File: config.mk
export PLATFORM = sky130hd
export DESIGN_NAME = key_matrix_debounce_hid_report
export DESIGN_NICKNAME = d
export VERILOG_FILES = /design/src/rtl/core/kmdh_pkg.sv /design/src/rtl/core/key_matrix_debounce_hid_report.sv /design/src/rtl/core/kmdh_store.sv /design/src/rtl/core/kmdh_seq.sv
export SDC_FILE = /design/constraint.sdc
export NUM_CORES = 1
export LEC_CHECK = 0
export ABC_AREA = 1
export BUFFER_PORTS_ARGS = -buffer_cell sky130_fd_sc_hd__buf_4
export CAP_MARGIN = 20
export CORE_MARGIN = 4
export CORE_UTILIZATION = 55
export CTS_BUF_LIST = sky130_fd_sc_hd__clkbuf_8
export CTS_CLUSTER_DIAMETER = 60
export DETAILED_ROUTE_END_ITERATION = 7
export HOLD_SLACK_MARGIN = 0.05
export PLACE_DENSITY = 0.73
export SLEW_MARGIN = 20
export SYNTH_ARGS = -nofsm -noshare
export SYNTH_HDL_FRONTEND = slang
export SYNTH_HIERARCHICAL = 1
export SYNTH_SLANG_ARGS = --single-unit
File: constraint.sdc
create_clock -name clk_i -period 7.45 [get_ports clk_i]
set_input_delay 0.745 -clock clk_i [delete_from_list [all_inputs] [get_ports clk_i]]
set_output_delay 0.745 -clock clk_i [all_outputs]
set_load 0.01 [all_outputs]
File: src/rtl/core/kmdh_pkg.sv
// Shared definitions for the key matrix scanner and report builder.
// Holds matrix sizes, key positions, the HID usage tables and the transfer types.
// No dependencies; every other file of the block refers to this package.
package kmdh_pkg;

  localparam int COLUMNS      = 8;
  localparam int ROWS         = 6;
  localparam int SAMPLE_COUNT = 2;
  localparam int REPORT_SLOTS = 6;
  localparam int OUT_SLOTS    = 6;

  localparam int COL_W       = (COLUMNS > 1) ? $clog2(COLUMNS) : 1;
  localparam int ROW_W       = (ROWS > 1) ? $clog2(ROWS) : 1;
  localparam int SMP_W       = (SAMPLE_COUNT > 1) ? $clog2(SAMPLE_COUNT) : 1;
  localparam int STORE_DEPTH = COLUMNS * SAMPLE_COUNT;
  localparam int STORE_AW    = (STORE_DEPTH > 1) ? $clog2(STORE_DEPTH) : 1;
  localparam int SLOT_W      = $clog2(REPORT_SLOTS + 1);
  localparam int LAYER_W     = 3;

  localparam int SHIFT_COL  = 5;
  localparam int SHIFT_ROW  = 0;
  localparam int CURSOR_COL = 1;
  localparam int JOY_COL    = 0;
  localparam int STICK_ROW  = 5;
  localparam int FIRE_COL   = 7;
  localparam int UP_COL     = 5;
  localparam int DOWN_COL   = 3;
  localparam int LEFT_COL   = 6;
  localparam int RIGHT_COL  = 4;

  localparam logic [LAYER_W-1:0] LAYER_MENU = 3'd4;
  localparam logic [1:0]         MOD_SHIFT  = 2'd2;
  localparam logic [7:0]         KC_ROLLOVER = 8'h01;
  localparam logic [7:0]         KC_ESCAPE   = 8'h29;

  localparam logic [7:0] ROM_BASE [8][5] = '{
    '{8'h1E, 8'h1F, 8'h20, 8'h21, 8'h22},
    '{8'h14, 8'h1A, 8'h08, 8'h15, 8'h17},
    '{8'h04, 8'h16, 8'h07, 8'h09, 8'h0A},
    '{8'h27, 8'h26, 8'h25, 8'h24, 8'h23},
    '{8'h13, 8'h12, 8'h0C, 8'h18, 8'h1C},
    '{8'hE1, 8'h1D, 8'h1B, 8'h06, 8'h19},
    '{8'h28, 8'h0F, 8'h0E, 8'h0D, 8'h0B},
    '{8'h2C, 8'hE6, 8'h10, 8'h11, 8'h05}
  };

  localparam logic [7:0] ROM_ROW5 [6][8] = '{
    '{8'h43, 8'h42, 8'h3A, 8'h51, 8'h4F, 8'h52, 8'h50, 8'h27},
    '{8'h00, 8'h00, 8'h3A, 8'h51, 8'h4F, 8'h52, 8'h50, 8'h28},
    '{8'h43, 8'h42, 8'h3A, 8'h00, 8'h00, 8'h00, 8'h00, 8'h00},
    '{8'h00, 8'h00, 8'h3A, 8'h00, 8'h00, 8'h00, 8'h00, 8'h00},
    '{8'h00, 8'h00, 8'h3A, 8'h51, 8'h4F, 8'h52, 8'h50, 8'h28},
    '{8'h00, 8'h00, 8'h29, 8'h51, 8'h4F, 8'h52, 8'h50, 8'h29}
  };

  typedef struct packed {
    logic                en;
    logic [STORE_AW-1:0] addr;
    logic [ROWS-1:0]     data;
  } smp_wr_t;

  typedef struct packed {
    logic             en;
    logic [COL_W-1:0] addr;
    logic [ROWS-1:0]  data;
  } deb_wr_t;

  typedef struct packed {
    logic [2:0]                next_column;
    logic [4:0]                joystick_bits;
    logic                      report_valid;
    logic [1:0]                modifier;
    logic [OUT_SLOTS-1:0][7:0] keycode;
  } result_t;

  function automatic logic [7:0] usage(input logic [LAYER_W-1:0] layer,
                                       input logic [COL_W-1:0]   col,
                                       input logic [ROW_W-1:0]   row);
    logic [7:0] kc;
    kc = 8'h00;
    if ((32'(layer) <= 5) && (32'(col) <= 7) && (32'(row) <= 5)) begin
      if (32'(row) == 5) begin
        kc = ROM_ROW5[3'(layer)][3'(col)];
      end else if ((32'(layer) == 5) && (32'(col) == 6) && (32'(row) == 0)) begin
        kc = KC_ESCAPE;
      end else begin
        kc = ROM_BASE[3'(col)][3'(row)];
      end
    end
    return kc;
  endfunction

endpackage

File: src/rtl/core/key_matrix_debounce_hid_report.sv
// Key matrix scanner with debounce and HID keyboard report builder, top level.
// Instantiates kmdh_store and kmdh_seq and holds the result register.
// Depends on kmdh_pkg.
//
// The input channel carries one request per transfer: req_type_i low stores
// row_bits_i as a scan sample of the column being driven, high builds a report.
// Every request gives exactly one result on the output channel; next_column_o
// says which column to drive for the following sample. Both channels transfer
// when valid is high and stall is low.
// A scan runs from acceptance to a loaded result: one store write, one read per
// stored sample of the following column through the agreement logic, the
// debounce update and the hand-over of the result. A report takes a step for
// the mode keys and layer, the walk over all 48 key positions at one position
// per cycle through the usage table, and the hand-over.
// One request is in flight at a time; in_stall_o is high while it is worked on.
// After a result is loaded the block returns to idle, and only then is a new
// request taken. If the receiver stalls, the result holds and a finished request
// waits for it. Reset clears the sample store, debounced keys, column and sample
// indices, cursor mode and menu_mode. The user writes the register with
// cfg_we_i only while idle; the block itself does not enforce it.
module key_matrix_debounce_hid_report (
  input  logic       clk_i,
  input  logic       rst_ni,
  input  logic       cfg_we_i,
  input  logic       cfg_wdata_i,
  input  logic       in_valid_i,
  output logic       in_stall_o,
  input  logic       req_type_i,
  input  logic [5:0] row_bits_i,
  output logic       out_valid_o,
  input  logic       out_stall_i,
  output logic [2:0] next_column_o,
  output logic [4:0] joystick_bits_o,
  output logic       report_valid_o,
  output logic [1:0] modifier_o,
  output logic [7:0] keycode_0_o,
  output logic [7:0] keycode_1_o,
  output logic [7:0] keycode_2_o,
  output logic [7:0] keycode_3_o,
  output logic [7:0] keycode_4_o,
  output logic [7:0] keycode_5_o
);

  logic                          menu_q, menu_d;
  logic                          out_valid_q, out_valid_d;
  kmdh_pkg::result_t             res_q, res_d;
  kmdh_pkg::result_t             seq_res;
  kmdh_pkg::smp_wr_t             smp_wr;
  kmdh_pkg::deb_wr_t             deb_wr;
  logic [kmdh_pkg::STORE_AW-1:0] smp_raddr;
  logic [kmdh_pkg::ROWS-1:0]     smp_rdata;
  logic [kmdh_pkg::COL_W-1:0]    deb_raddr;
  logic [kmdh_pkg::ROWS-1:0]     deb_rdata;
  logic [kmdh_pkg::COLUMNS-1:0]  stick;
  logic                          shift;
  logic                          busy;
  logic                          done;
  logic                          take;
  logic                          start;

  assign start      = in_valid_i && !busy;
  assign in_stall_o = busy;
  assign take       = done && (!out_valid_q || !out_stall_i);

  kmdh_store u_store (
    .clk_i       (clk_i),
    .rst_ni      (rst_ni),
    .smp_wr_i    (smp_wr),
    .smp_raddr_i (smp_raddr),
    .smp_rdata_o (smp_rdata),
    .deb_wr_i    (deb_wr),
    .deb_raddr_i (deb_raddr),
    .deb_rdata_o (deb_rdata),
    .stick_o     (stick),
    .shift_o     (shift)
  );

  kmdh_seq u_seq (
    .clk_i       (clk_i),
    .rst_ni      (rst_ni),
    .start_i     (start),
    .req_type_i  (req_type_i),
    .row_bits_i  (row_bits_i),
    .menu_mode_i (menu_q),
    .take_i      (take),
    .busy_o      (busy),
    .done_o      (done),
    .result_o    (seq_res),
    .smp_wr_o    (smp_wr),
    .smp_raddr_o (smp_raddr),
    .smp_rdata_i (smp_rdata),
    .deb_wr_o    (deb_wr),
    .deb_raddr_o (deb_raddr),
    .deb_rdata_i (deb_rdata),
    .stick_i     (stick),
    .shift_i     (shift)
  );

  always_comb begin
    menu_d      = cfg_we_i ? cfg_wdata_i : menu_q;
    out_valid_d = out_valid_q;
    res_d       = res_q;
    if (take) begin
      out_valid_d = 1'b1;
      res_d       = seq_res;
    end else if (!out_stall_i) begin
      out_valid_d = 1'b0;
    end
  end

  always_ff @(posedge clk_i or negedge rst_ni) begin
    if (!rst_ni) begin
      menu_q      <= 1'b0;
      out_valid_q <= 1'b0;
    end else begin
      menu_q      <= menu_d;
      out_valid_q <= out_valid_d;
    end
  end

  always_ff @(posedge clk_i) begin
    res_q <= res_d;
  end

  assign out_valid_o     = out_valid_q;
  assign next_column_o   = res_q.next_column;
  assign joystick_bits_o = res_q.joystick_bits;
  assign report_valid_o  = res_q.report_valid;
  assign modifier_o      = res_q.modifier;
  assign keycode_0_o     = res_q.keycode[0];
  assign keycode_1_o     = res_q.keycode[1];
  assign keycode_2_o     = res_q.keycode[2];
  assign keycode_3_o     = res_q.keycode[3];
  assign keycode_4_o     = res_q.keycode[4];
  assign keycode_5_o     = res_q.keycode[5];

  a_accept_busy : assert property (@(posedge clk_i) disable iff (!rst_ni)
    (in_valid_i && !in_stall_o) |=> in_stall_o)
    else $error("no request in flight after a transfer on the input channel");

  a_scan_empty : assert property (@(posedge clk_i) disable iff (!rst_ni)
    (out_valid_o && !report_valid_o) |->
      (modifier_o == 2'd0 && keycode_0_o == 8'h00 && keycode_5_o == 8'h00))
    else $error("scan result carries report data");

  a_rollover_all : assert property (@(posedge clk_i) disable iff (!rst_ni)
    (out_valid_o && report_valid_o && keycode_0_o == kmdh_pkg::KC_ROLLOVER) |->
      (keycode_1_o == kmdh_pkg::KC_ROLLOVER && keycode_5_o == kmdh_pkg::KC_ROLLOVER))
    else $error("rollover not marked in every slot");

  a_menu_stick : assert property (@(posedge clk_i) disable iff (!rst_ni)
    (take && menu_q) |=> (joystick_bits_o == 5'd0))
    else $error("joystick bits given in menu mode");

endmodule

File: src/rtl/core/kmdh_store.sv
// Sample store and debounced key state of the matrix, all cleared by reset.
// One write and one read port each; the stick row and shift key leave as fixed taps.
// Depends on kmdh_pkg.
module kmdh_store (
  input  logic                           clk_i,
  input  logic                           rst_ni,
  input  kmdh_pkg::smp_wr_t              smp_wr_i,
  input  logic [kmdh_pkg::STORE_AW-1:0]  smp_raddr_i,
  output logic [kmdh_pkg::ROWS-1:0]      smp_rdata_o,
  input  kmdh_pkg::deb_wr_t              deb_wr_i,
  input  logic [kmdh_pkg::COL_W-1:0]     deb_raddr_i,
  output logic [kmdh_pkg::ROWS-1:0]      deb_rdata_o,
  output logic [kmdh_pkg::COLUMNS-1:0]   stick_o,
  output logic                           shift_o
);

  logic [kmdh_pkg::ROWS-1:0] smp_q [kmdh_pkg::STORE_DEPTH];
  logic [kmdh_pkg::ROWS-1:0] deb_q [kmdh_pkg::COLUMNS];

  always_ff @(posedge clk_i or negedge rst_ni) begin
    if (!rst_ni) begin
      for (int i = 0; i < kmdh_pkg::STORE_DEPTH; i++) begin
        smp_q[i] <= '0;
      end
    end else if (smp_wr_i.en) begin
      smp_q[smp_wr_i.addr] <= smp_wr_i.data;
    end
  end

  always_ff @(posedge clk_i or negedge rst_ni) begin
    if (!rst_ni) begin
      for (int i = 0; i < kmdh_pkg::COLUMNS; i++) begin
        deb_q[i] <= '0;
      end
    end else if (deb_wr_i.en) begin
      deb_q[deb_wr_i.addr] <= deb_wr_i.data;
    end
  end

  assign smp_rdata_o = smp_q[smp_raddr_i];
  assign deb_rdata_o = deb_q[deb_raddr_i];
  assign shift_o     = deb_q[kmdh_pkg::SHIFT_COL][kmdh_pkg::SHIFT_ROW];

  always_comb begin
    for (int c = 0; c < kmdh_pkg::COLUMNS; c++) begin
      stick_o[c] = deb_q[c][kmdh_pkg::STICK_ROW];
    end
  end

endmodule

File: src/rtl/core/kmdh_seq.sv
// Sequencer of the block: runs a scan through the store one sample per cycle and
// walks a report over every key position one per cycle through the usage table.
// Depends on kmdh_pkg; drives the ports of kmdh_store.
module kmdh_seq (
  input  logic                          clk_i,
  input  logic                          rst_ni,
  input  logic                          start_i,
  input  logic                          req_type_i,
  input  logic [5:0]                    row_bits_i,
  input  logic                          menu_mode_i,
  input  logic                          take_i,
  output logic                          busy_o,
  output logic                          done_o,
  output kmdh_pkg::result_t             result_o,
  output kmdh_pkg::smp_wr_t             smp_wr_o,
  output logic [kmdh_pkg::STORE_AW-1:0] smp_raddr_o,
  input  logic [kmdh_pkg::ROWS-1:0]     smp_rdata_i,
  output kmdh_pkg::deb_wr_t             deb_wr_o,
  output logic [kmdh_pkg::COL_W-1:0]    deb_raddr_o,
  input  logic [kmdh_pkg::ROWS-1:0]     deb_rdata_i,
  input  logic [kmdh_pkg::COLUMNS-1:0]  stick_i,
  input  logic                          shift_i
);

  localparam logic [2:0] S_IDLE     = 3'd0;
  localparam logic [2:0] S_SCAN_WR  = 3'd1;
  localparam logic [2:0] S_SCAN_RD  = 3'd2;
  localparam logic [2:0] S_SCAN_UPD = 3'd3;
  localparam logic [2:0] S_REP_MODE = 3'd4;
  localparam logic [2:0] S_REP_WALK = 3'd5;
  localparam logic [2:0] S_DONE     = 3'd6;

  localparam logic [kmdh_pkg::COL_W-1:0] LAST_COL =
    kmdh_pkg::COL_W'(kmdh_pkg::COLUMNS - 1);
  localparam logic [kmdh_pkg::ROW_W-1:0] LAST_ROW =
    kmdh_pkg::ROW_W'(kmdh_pkg::ROWS - 1);
  localparam logic [kmdh_pkg::SMP_W-1:0] LAST_SMP =
    kmdh_pkg::SMP_W'(kmdh_pkg::SAMPLE_COUNT - 1);
  localparam logic [kmdh_pkg::SLOT_W-1:0] SLOTS_FULL =
    kmdh_pkg::SLOT_W'(kmdh_pkg::REPORT_SLOTS);

  logic [2:0]                          state_q, state_d;
  logic                                rep_q, rep_d;
  logic [kmdh_pkg::ROWS-1:0]           row_q, row_d;
  logic [kmdh_pkg::COL_W-1:0]          col_q, col_d;
  logic [kmdh_pkg::SMP_W-1:0]          smp_q, smp_d;
  logic [kmdh_pkg::SMP_W-1:0]          sit_q, sit_d;
  logic [kmdh_pkg::ROWS-1:0]           om_q, om_d;
  logic [kmdh_pkg::ROWS-1:0]           am_q, am_d;
  logic                                jm_q, jm_d;
  logic                                shift_q, shift_d;
  logic [kmdh_pkg::LAYER_W-1:0]        layer_q, layer_d;
  logic [kmdh_pkg::COL_W-1:0]          wc_q, wc_d;
  logic [kmdh_pkg::ROW_W-1:0]          wr_q, wr_d;
  logic [kmdh_pkg::SLOT_W-1:0]         ki_q, ki_d;
  logic                                ovf_q, ovf_d;
  logic [7:0]                          slots_q [kmdh_pkg::REPORT_SLOTS];
  logic [7:0]                          slots_d [kmdh_pkg::REPORT_SLOTS];
  logic [7:0]                          kc;
  logic                                jm_new;

  always_ff @(posedge clk_i or negedge rst_ni) begin
    if (!rst_ni) begin
      state_q <= S_IDLE;
      col_q   <= '0;
      smp_q   <= '0;
      jm_q    <= 1'b0;
    end else begin
      state_q <= state_d;
      col_q   <= col_d;
      smp_q   <= smp_d;
      jm_q    <= jm_d;
    end
  end

  always_ff @(posedge clk_i) begin
    rep_q   <= rep_d;
    row_q   <= row_d;
    sit_q   <= sit_d;
    om_q    <= om_d;
    am_q    <= am_d;
    shift_q <= shift_d;
    layer_q <= layer_d;
    wc_q    <= wc_d;
    wr_q    <= wr_d;
    ki_q    <= ki_d;
    ovf_q   <= ovf_d;
    slots_q <= slots_d;
  end

  assign kc = kmdh_pkg::usage(layer_q, wc_q, wr_q);

  always_comb begin
    jm_new = jm_q;
    if (shift_i) begin
      if (stick_i[kmdh_pkg::CURSOR_COL]) begin
        jm_new = 1'b0;
      end
      if (stick_i[kmdh_pkg::JOY_COL]) begin
        jm_new = 1'b1;
      end
    end
  end

  always_comb begin
    state_d = state_q;
    rep_d   = rep_q;
    row_d   = row_q;
    col_d   = col_q;
    smp_d   = smp_q;
    sit_d   = sit_q;
    om_d    = om_q;
    am_d    = am_q;
    jm_d    = jm_q;
    shift_d = shift_q;
    layer_d = layer_q;
    wc_d    = wc_q;
    wr_d    = wr_q;
    ki_d    = ki_q;
    ovf_d   = ovf_q;
    slots_d = slots_q;

    smp_wr_o.en   = 1'b0;
    smp_wr_o.addr = kmdh_pkg::STORE_AW'(32'(col_q) * kmdh_pkg::SAMPLE_COUNT + 32'(smp_q));
    smp_wr_o.data = row_q;
    smp_raddr_o   = kmdh_pkg::STORE_AW'(32'(col_q) * kmdh_pkg::SAMPLE_COUNT + 32'(sit_q));
    deb_raddr_o   = (state_q == S_SCAN_UPD) ? col_q : wc_q;
    deb_wr_o.en   = 1'b0;
    deb_wr_o.addr = col_q;
    deb_wr_o.data = (am_q | deb_rdata_i) & om_q;

    case (state_q)
      S_IDLE: begin
        if (start_i) begin
          rep_d   = req_type_i;
          row_d   = row_bits_i[kmdh_pkg::ROWS-1:0];
          state_d = req_type_i ? S_REP_MODE : S_SCAN_WR;
        end
      end
      S_SCAN_WR: begin
        smp_wr_o.en = 1'b1;
        if (col_q == LAST_COL) begin
          col_d = '0;
          smp_d = (smp_q == LAST_SMP) ? '0 : smp_q + 1'b1;
        end else begin
          col_d = col_q + 1'b1;
        end
        sit_d   = '0;
        om_d    = '0;
        am_d    = '1;
        state_d = S_SCAN_RD;
      end
      S_SCAN_RD: begin
        om_d  = om_q | smp_rdata_i;
        am_d  = am_q & smp_rdata_i;
        sit_d = sit_q + 1'b1;
        if (sit_q == LAST_SMP) begin
          state_d = S_SCAN_UPD;
        end
      end
      S_SCAN_UPD: begin
        deb_wr_o.en = 1'b1;
        state_d     = S_DONE;
      end
      S_REP_MODE: begin
        jm_d    = jm_new;
        shift_d = shift_i;
        layer_d = (menu_mode_i ? kmdh_pkg::LAYER_MENU : {1'b0, jm_new, 1'b0})
                  + {2'b00, shift_i};
        wc_d    = '0;
        wr_d    = '0;
        ki_d    = '0;
        ovf_d   = 1'b0;
        for (int i = 0; i < kmdh_pkg::REPORT_SLOTS; i++) begin
          slots_d[i] = 8'h00;
        end
        state_d = S_REP_WALK;
      end
      S_REP_WALK: begin
        if (deb_rdata_i[wr_q]) begin
          if (ki_q >= SLOTS_FULL) begin
            ovf_d = 1'b1;
          end else if (kc != 8'h00) begin
            slots_d[ki_q] = kc;
            ki_d          = ki_q + 1'b1;
          end
        end
        if (wr_q == LAST_ROW) begin
          wr_d = '0;
          wc_d = wc_q + 1'b1;
          if (wc_q == LAST_COL) begin
            state_d = S_DONE;
          end
        end else begin
          wr_d = wr_q + 1'b1;
        end
      end
      S_DONE: begin
        if (take_i) begin
          state_d = S_IDLE;
        end
      end
      default: begin
        state_d = S_IDLE;
      end
    endcase
  end

  assign busy_o = (state_q != S_IDLE);
  assign done_o = (state_q == S_DONE);

  always_comb begin
    result_o.next_column  = 3'(col_q);
    result_o.report_valid = rep_q;
    result_o.modifier     = (rep_q && shift_q) ? kmdh_pkg::MOD_SHIFT : 2'd0;
    if (jm_q && !menu_mode_i) begin
      result_o.joystick_bits = {stick_i[kmdh_pkg::FIRE_COL], stick_i[kmdh_pkg::UP_COL],
                                stick_i[kmdh_pkg::DOWN_COL], stick_i[kmdh_pkg::LEFT_COL],
                                stick_i[kmdh_pkg::RIGHT_COL]};
    end else begin
      result_o.joystick_bits = 5'd0;
    end
    for (int i = 0; i < kmdh_pkg::OUT_SLOTS; i++) begin
      result_o.keycode[i] = 8'h00;
      if (rep_q && (i < kmdh_pkg::REPORT_SLOTS)) begin
        result_o.keycode[i] = ovf_q ? kmdh_pkg::KC_ROLLOVER : slots_q[i];
      end
    end
  end

endmodule
==> impl_summary.log, run 1 <==
INFO  metric run_status = complete, no violations
INFO  metric final.min_clock_period = 3.90 ns
INFO  metric regToRegEndpoint = u_seq/slots_q[10]
INFO  metric clock_skew_after_layout = 0.0202 ns
INFO  metric critPathCaptureType = flop
INFO  metric timing.critical_path.from_type = flop
INFO  metric n_antenna_cell = 0
INFO  metric largest_net_degree_at_the_start_of_global_routing = 87
INFO  metric route.vias.total = 11300
INFO  metric placed_cells_incl_taps = 2005
INFO  metric cts_tree = built
INFO  metric starting_density_of_the_core = 56.4%
INFO  metric largest_register_ff_count = 96
INFO  metric clock-root-buffer = sky130_fd_sc_hd__clkbuf_8
INFO  metric report.final.hold_viol_count = 0
INFO  metric cts-buffers-inserted = 48
INFO  metric std_cell_rows = 58
INFO  metric setup-tns-final = 0 ns
INFO  metric finish.cell_count_without_fillers = 2092
INFO  metric grt_util_all_layers = 24.1%
INFO  metric critical_path_peak_fanout = 51
INFO  metric port_buffers = 73
INFO  metric fin_ws = 3.55 ns
INFO  metric dieWidth = 169 um
INFO  metric grt_antenna_before_repair = 0
INFO  metric final_net_count = 1755
INFO  metric syn-cell-area = 0.0143 mm^2
INFO  metric place_worst_setup_slack = 3.67 ns
INFO  metric cap_violations = 0
INFO  metric reg2regPathDepth = 13
INFO  metric cp.arrival = 4.09 ns
INFO  metric cts_htree_levels = 2
INFO  metric io-pin-count = 74
INFO  metric floorplan.core_area = 0.0254 mm^2
INFO  metric synthesis.yosys.warnings = 6
INFO  metric routabilityCongestion = 0.890
INFO  metric cts-hold-fix-buffers = 0
INFO  metric max_freq = 256 MHz
INFO  metric layout-area-overhead-vs-synth = 10.5%
INFO  metric clock-sinks = 294
INFO  metric cellInternalPower = 3.84 mW
INFO  metric seq_power_share = 41.1%
INFO  metric worst_ir_drop_vdd = 0.000186 V
INFO  metric via_count_of_the_first_global_routing_pass = 10600
INFO  metric insertion_delay = 0.57 ns
INFO  metric rrSetupSlack = 3.55 ns
INFO  metric whs = 0.233 ns
INFO  metric ctsResizeCount = 0
INFO  metric detail_route.wl_per_cell = 16.6 um
INFO  metric overflow_after_grt = 0
INFO  metric combinational_fraction_of_design_power = 37.3%
INFO  metric timing.final.max_slew_violations = 0
INFO  metric die_area = 0.0287 mm^2
INFO  metric power.switching = 2.68 mW
INFO  metric timing.rr.start = u_seq/wc_q[2]
INFO  metric chipHeight = 169 um
INFO  metric clock_pin_transition_on_the_worst_setup_and_hold_timing_paths = 0.06 ns
INFO  metric detailed_place_hpwl = 23500 um
INFO  metric number_of_violations_reported_at_the_end_of_detailed_routing_iteration_0 = 1036
INFO  metric net_count_synth = 1718
INFO  metric cts_setup_buffers = 0
INFO  metric final-setup-viol-count = 0
INFO  metric share_of_layout_cells_above_drive_strength_1 = 9.99%
INFO  metric routed_wl = 34800 um
INFO  metric syn-mean-instance-area = 8.49 um^2
INFO  metric cp.required = 7.64 ns
INFO  metric drc = 0
INFO  metric top_reg_by_flops = u_store/smp_q
INFO  metric p_per_area = 412 mW/mm^2
INFO  metric firstDrtPassIters = 7
INFO  metric vias_per_cell = 5.40
INFO  metric timing.setup.critical_path_class = flop to flop
INFO  metric worst_setup_path_startpoint = u_seq/wc_q[2]
INFO  metric worstMarginPinSlew = 0.957 ns
INFO  metric power.leakage = 7.22 nW
INFO  metric syn_inst = 1688
INFO  metric reg.largest.list = u_store/smp_q: 96 flops, u_seq/slots_q: 48 flops, u_store/deb_q: 39 flops
INFO  metric timing.max_slew.rel_slack = 35.8%
INFO  metric min_period_over_period = 52.4%
INFO  metric rsz0062_at_grt = no
INFO  metric filler_cell_count = 2243
INFO  metric final_core_util = 62.3%
INFO  metric postRouteAntennaNets = 0
INFO  metric cts_max_path_buffers = 3
INFO  metric swShare = 41.1%
INFO  metric type_of_the_worst_min_delay_path = primary input to asynchronous set/reset pin
INFO  metric grt_first_pass_wirelength = 56100 um
INFO  metric p_clk_share = 21.5%
## cell type report
class	instances	area, um^2	area share, %
sequential	294	8060	50.9
tap	330	413	2.61
timing repair buffer	87	657	4.15
clock inverter	30	191	1.21
inverter	230	863	5.45
clock buffer	57	785	4.95
multi-input combinational	1064	4870	30.7
## worst max-delay path: stages (launching register included)
cell and delay [ns]:
sky130_fd_sc_hd__edfxtp_1 0.88, sky130_fd_sc_hd__inv_2 0.29, sky130_fd_sc_hd__o21ai_0 0.74, sky130_fd_sc_hd__nand2_1 0.12, sky130_fd_sc_hd__nand2_1 0.09, sky130_fd_sc_hd__inv_1 0.05
sky130_fd_sc_hd__a21oi_1 0.11, sky130_fd_sc_hd__o21ai_0 0.09, sky130_fd_sc_hd__o21ai_0 0.14, sky130_fd_sc_hd__nand2_1 0.10, sky130_fd_sc_hd__nand3_1 0.08, sky130_fd_sc_hd__nand2_1 0.14
sky130_fd_sc_hd__nor2_4 0.13, sky130_fd_sc_hd__buf_4 0.54
## worst max-delay path by stage
| stage | end | slack (ns) |
|---|---|---|
| after floorplan | u_seq/ki_q[0] | 2.73 |
| after global placement | u_seq/slots_q[30] | 3.71 |
| after detailed placement | u_seq/slots_q[46] | 3.67 |
| after CTS | u_seq/slots_q[10] | 3.64 |
| after global routing | u_seq/slots_q[10] | 3.20 |
| final | u_seq/slots_q[10] | 3.55 |
## metrics by stage
stage / area [um^2] / power, mW
3_3_place_gp: 14900 / 5.05
3_5_place_dp: 14900 / 5.12
2_1_floorplan: 14300 / 4.41
6_report: 15800 / 6.52
4_1_cts: 15800 / 6.54
5_1_grt: 15800 / 7.02
## routing by layer
metal | vias up | part of all wire (%) | routed length (um) | global-route usage, %
met3 | 74 | 7.0 | 2450 | 4.26
met5 | - | 0 | 0 | 0
met1 | 5275 | 45 | 15700 | 34.6
met4 | 0 | 2.8 | 989 | 7.95
li1 | 5500 | - | - | -
met2 | 443 | 45 | 15700 | 37.7
## layout by cell type, fill, tap and decap left out, types with 5 or more instances in the layout
cell type,n
sky130_fd_sc_hd__a211oi_1,7
sky130_fd_sc_hd__clkinv_2,5
sky130_fd_sc_hd__o22ai_1,12
sky130_fd_sc_hd__buf_4,86
sky130_fd_sc_hd__nand3_1,118
sky130_fd_sc_hd__clkbuf_8,57
sky130_fd_sc_hd__o21ai_1,10
sky130_fd_sc_hd__inv_1,238
sky130_fd_sc_hd__nand2_1,418
sky130_fd_sc_hd__inv_2,5
sky130_fd_sc_hd__nor2_1,170
sky130_fd_sc_hd__a221oi_1,6
sky130_fd_sc_hd__edfxtp_1,140
sky130_fd_sc_hd__a21oi_1,55
sky130_fd_sc_hd__nor2_2,6
sky130_fd_sc_hd__nor3_1,7
sky130_fd_sc_hd__clkinv_1,7
sky130_fd_sc_hd__ha_1,17
sky130_fd_sc_hd__o21ai_0,212
sky130_fd_sc_hd__dfrtp_1,154
## power by group through the flow
stage / clock [mW] / combinational, mW / sequential (mW)
global route: 1.52 / 2.76 / 2.74
CTS: 1.44 / 2.43 / 2.68
detailed placement: 0 / 2.41 / 2.70
floorplan: 0 / 1.81 / 2.59
global placement: 0 / 2.37 / 2.68
finish: 1.40 / 2.43 / 2.68
Power figures use the tool's default switching activity.
==> run 2, diff against run 1 <==
PLACE_DENSITY = 0.76   (was 0.73)
clock period = 3.3 ns   (was 7.45 ns; I/O delays follow)
==> impl_summary.log, run 2 (synthesized netlist as in run 1, its figures left out) <==
INFO  metric clock_skew_after_layout = 0.0216 ns
INFO  metric starting_density_of_the_core = 56.4%
INFO  metric largest_net_degree_at_the_start_of_global_routing = 60
INFO  metric critical_path_peak_fanout = 13
INFO  metric worst_setup_ep = u_seq/slots_q[42]
INFO  metric type_of_the_worst_min_delay_path = primary input to asynchronous set/reset pin
INFO  metric rrSetupSlack = 0.23 ns
INFO  metric timing.final.max_slew_violations = 0
INFO  metric max_freq = 326 MHz
INFO  metric grt_first_pass_wirelength = 55600 um
INFO  metric final_net_count = 1793
INFO  metric firstDrtPassIters = 5
INFO  metric share_of_layout_cells_above_drive_strength_1 = 10.9%
INFO  metric finish.cell_count_without_fillers = 2130
INFO  metric insertion_delay = 0.58 ns
INFO  metric layout.cells.most_common = sky130_fd_sc_hd__nand2_1
INFO  metric n_antenna_cell = 0
INFO  metric routed_wl = 35000 um
INFO  metric vias_per_cell = 5.44
INFO  metric dieWidth = 169 um
INFO  metric port_buffers = 73
INFO  metric clock-root-buffer = sky130_fd_sc_hd__clkbuf_8
INFO  metric cts_tree = built
INFO  metric cellInternalPower = 8.74 mW
INFO  metric swShare = 41.4%
INFO  metric critPathCaptureType = flop
INFO  metric seq_power_share = 39.4%
INFO  metric via_count_of_the_first_global_routing_pass = 10800
INFO  metric power.switching = 6.17 mW
INFO  metric layout-area-overhead-vs-synth = 12.6%
INFO  metric drc = 0
INFO  metric cap_violations = 0
INFO  metric timing.max_slew.rel_slack = 37.9%
INFO  metric combinational_fraction_of_design_power = 40.8%
INFO  metric cts-buffers-inserted = 49
INFO  metric worst_setup_path_startpoint = u_seq/state_q[1]
INFO  metric clock-sinks = 294
INFO  metric power.leakage = 7.41 nW
INFO  metric timing.critical_path.from_type = flop
INFO  metric std_cell_rows = 58
INFO  metric chipHeight = 169 um
INFO  metric overflow_after_grt = 0
INFO  metric p_per_area = 923 mW/mm^2
INFO  metric reg2regPathDepth = 22
INFO  metric cts_max_path_buffers = 3
INFO  metric report.final.hold_viol_count = 0
INFO  metric detail_route.wl_per_cell = 16.4 um
INFO  metric rsz0062_at_grt = no
INFO  metric route.vias.total = 11600
INFO  metric placed_cells_incl_taps = 2023
INFO  metric routabilityCongestion = 0.954
INFO  metric clock_pin_transition_on_the_worst_setup_and_hold_timing_paths = 0.06 ns
INFO  metric worstMarginPinSlew = 0.930 ns
INFO  metric io-pin-count = 74
INFO  metric run_status = complete, no violations
INFO  metric timing.rr.start = u_seq/state_q[1]
INFO  metric setup-tns-final = 0 ns
INFO  metric min_period_over_period = 93.0%
INFO  metric grt_util_all_layers = 23.8%
INFO  metric postRouteAntennaNets = 0
INFO  metric floorplan.core_area = 0.0254 mm^2
INFO  metric worst_ir_drop_vdd = 0.000446 V
INFO  metric detailed_place_hpwl = 23300 um
INFO  metric largest_register_ff_count = 96
INFO  metric cp.arrival = 3.35 ns
INFO  metric cp.required = 3.58 ns
INFO  metric most-common-layout-cells = sky130_fd_sc_hd__nand2_1 (417), sky130_fd_sc_hd__inv_1 (246), sky130_fd_sc_hd__o21ai_0 (209)
INFO  metric cts_htree_levels = 2
INFO  metric die_area = 0.0287 mm^2
INFO  metric reg.largest.list = u_store/smp_q: 96 flops, u_seq/slots_q: 48 flops, u_store/deb_q: 39 flops
INFO  metric top_reg_by_flops = u_store/smp_q
INFO  metric number_of_violations_reported_at_the_end_of_detailed_routing_iteration_0 = 1290
INFO  metric grt_antenna_before_repair = 0
INFO  metric final.min_clock_period = 3.07 ns
INFO  metric regToRegEndpoint = u_seq/slots_q[42]
INFO  metric p_clk_share = 19.7%
INFO  metric final-setup-viol-count = 0
INFO  metric timing.setup.critical_path_class = flop to flop
## run 2: changes by cell type in the layout (fill, tap and decap cells not counted), moves of 3 or more
cell | previous run | this run
sky130_fd_sc_hd__clkbuf_8 | 57 | 51
sky130_fd_sc_hd__inv_1 | 238 | 246
sky130_fd_sc_hd__dlygate4sd3_1 | 0 | 12
sky130_fd_sc_hd__buf_4 | 86 | 104
sky130_fd_sc_hd__o21ai_0 | 212 | 209
sky130_fd_sc_hd__clkinv_2 | 5 | 2
## run 2: final cells by class
class | count | area (um^2)
well taps | 330 | 413
multi-input cells | 1065 | 4890
repair buffers | 123 | 1020
fillers | 2199 | 9250
clock inverters | 37 | 193
clock buffers | 51 | 702
flip-flops and latches | 294 | 8060
inverters | 230 | 866
## run 2: worst max-delay path, cell delays in order, from the launching register on
cell,delay [ns]
sky130_fd_sc_hd__dfrtp_1,0.39
sky130_fd_sc_hd__inv_1,0.07
sky130_fd_sc_hd__nor2_1,0.04
sky130_fd_sc_hd__nand2_1,0.13
sky130_fd_sc_hd__inv_2,0.08
sky130_fd_sc_hd__buf_4,0.16
sky130_fd_sc_hd__nand2_2,0.11
sky130_fd_sc_hd__o21ai_2,0.12
sky130_fd_sc_hd__inv_4,0.13
sky130_fd_sc_hd__o21ai_0,0.09
sky130_fd_sc_hd__o22ai_1,0.13
sky130_fd_sc_hd__nand2_1,0.07
sky130_fd_sc_hd__nand2_1,0.08
sky130_fd_sc_hd__inv_1,0.05
sky130_fd_sc_hd__a21oi_1,0.13
sky130_fd_sc_hd__o21ai_0,0.10
sky130_fd_sc_hd__o21ai_1,0.13
sky130_fd_sc_hd__nand2_1,0.07
sky130_fd_sc_hd__nand3_1,0.08
sky130_fd_sc_hd__nand2_1,0.13
sky130_fd_sc_hd__nor2_4,0.16
sky130_fd_sc_hd__buf_12,0.14
sky130_fd_sc_hd__clkbuf_16,0.18
## run 2: worst min-delay path by stage
| stage | start | to | slack, ns | depth (start not counted) |
|---|---|---|---|---|
| after floorplan | rst_ni | menu_q | 0.03 | 0 |
| after detailed placement | rst_ni | u_store/smp_q[79] | 0.33 | 1 |
| after global placement | rst_ni | u_store/smp_q[85] | 0.32 | 1 |
| final | rst_ni | u_store/smp_q[89] | 0.29 | 2 |
| after global routing | rst_ni | u_store/smp_q[53] | 0.33 | 2 |
| after CTS | rst_ni | u_store/smp_q[53] | 0.28 | 2 |
## run 2: metrics by stage
| stage | cell area (um^2) | total power [mW] | hold WS (ns) | worst slack (ns) | util, % |
|---|---|---|---|---|---|
| floorplan | 14300 | 9.94 | 0.0344 | 0.0281 | - |
| global placement | 15000 | 11.5 | 0.325 | -0.0908 | 59.1 |
| detailed placement | 15000 | 11.6 | 0.330 | -0.156 | 59.1 |
| CTS | 16000 | 14.7 | 0.279 | 0.0466 | 63.1 |
| global route | 16100 | 16.0 | 0.330 | 0.0118 | 63.6 |
| finish | 16100 | 14.9 | 0.289 | 0.232 | 63.6 |
## run 2: power by group through the flow
stage / Clock [mW] / Sequential, mW / Combinational, mW
global placement: 0 / 5.89 / 5.58
finish: 2.94 / 5.88 / 6.08
floorplan: 0 / 5.83 / 4.11
global route: 3.20 / 5.99 / 6.82
detailed placement: 0 / 5.93 / 5.72
CTS: 3.01 / 5.87 / 5.77
## run 2: metal layers
| metal | vias to the layer above | GRT usage (%) | wire length (um) |
|---|---|---|---|
| met5 | - | 0 | 0 |
| met4 | 0 | 7.46 | 882 |
| met3 | 69 | 4.64 | 2840 |
| met2 | 504 | 38.3 | 16400 |
| met1 | 5418 | 33.0 | 14800 |
| li1 | 5586 | - | - |
## run 2: what timing repair did
item                       4_1_cts  5_1_grt
pin swaps                        0        2
resized for setup                2       10
gates cloned                     0        4
hold buffers                    12        0
hold endpoints to repair        62        0
buffers inserted                 0        3
setup endpoints to repair       51       52
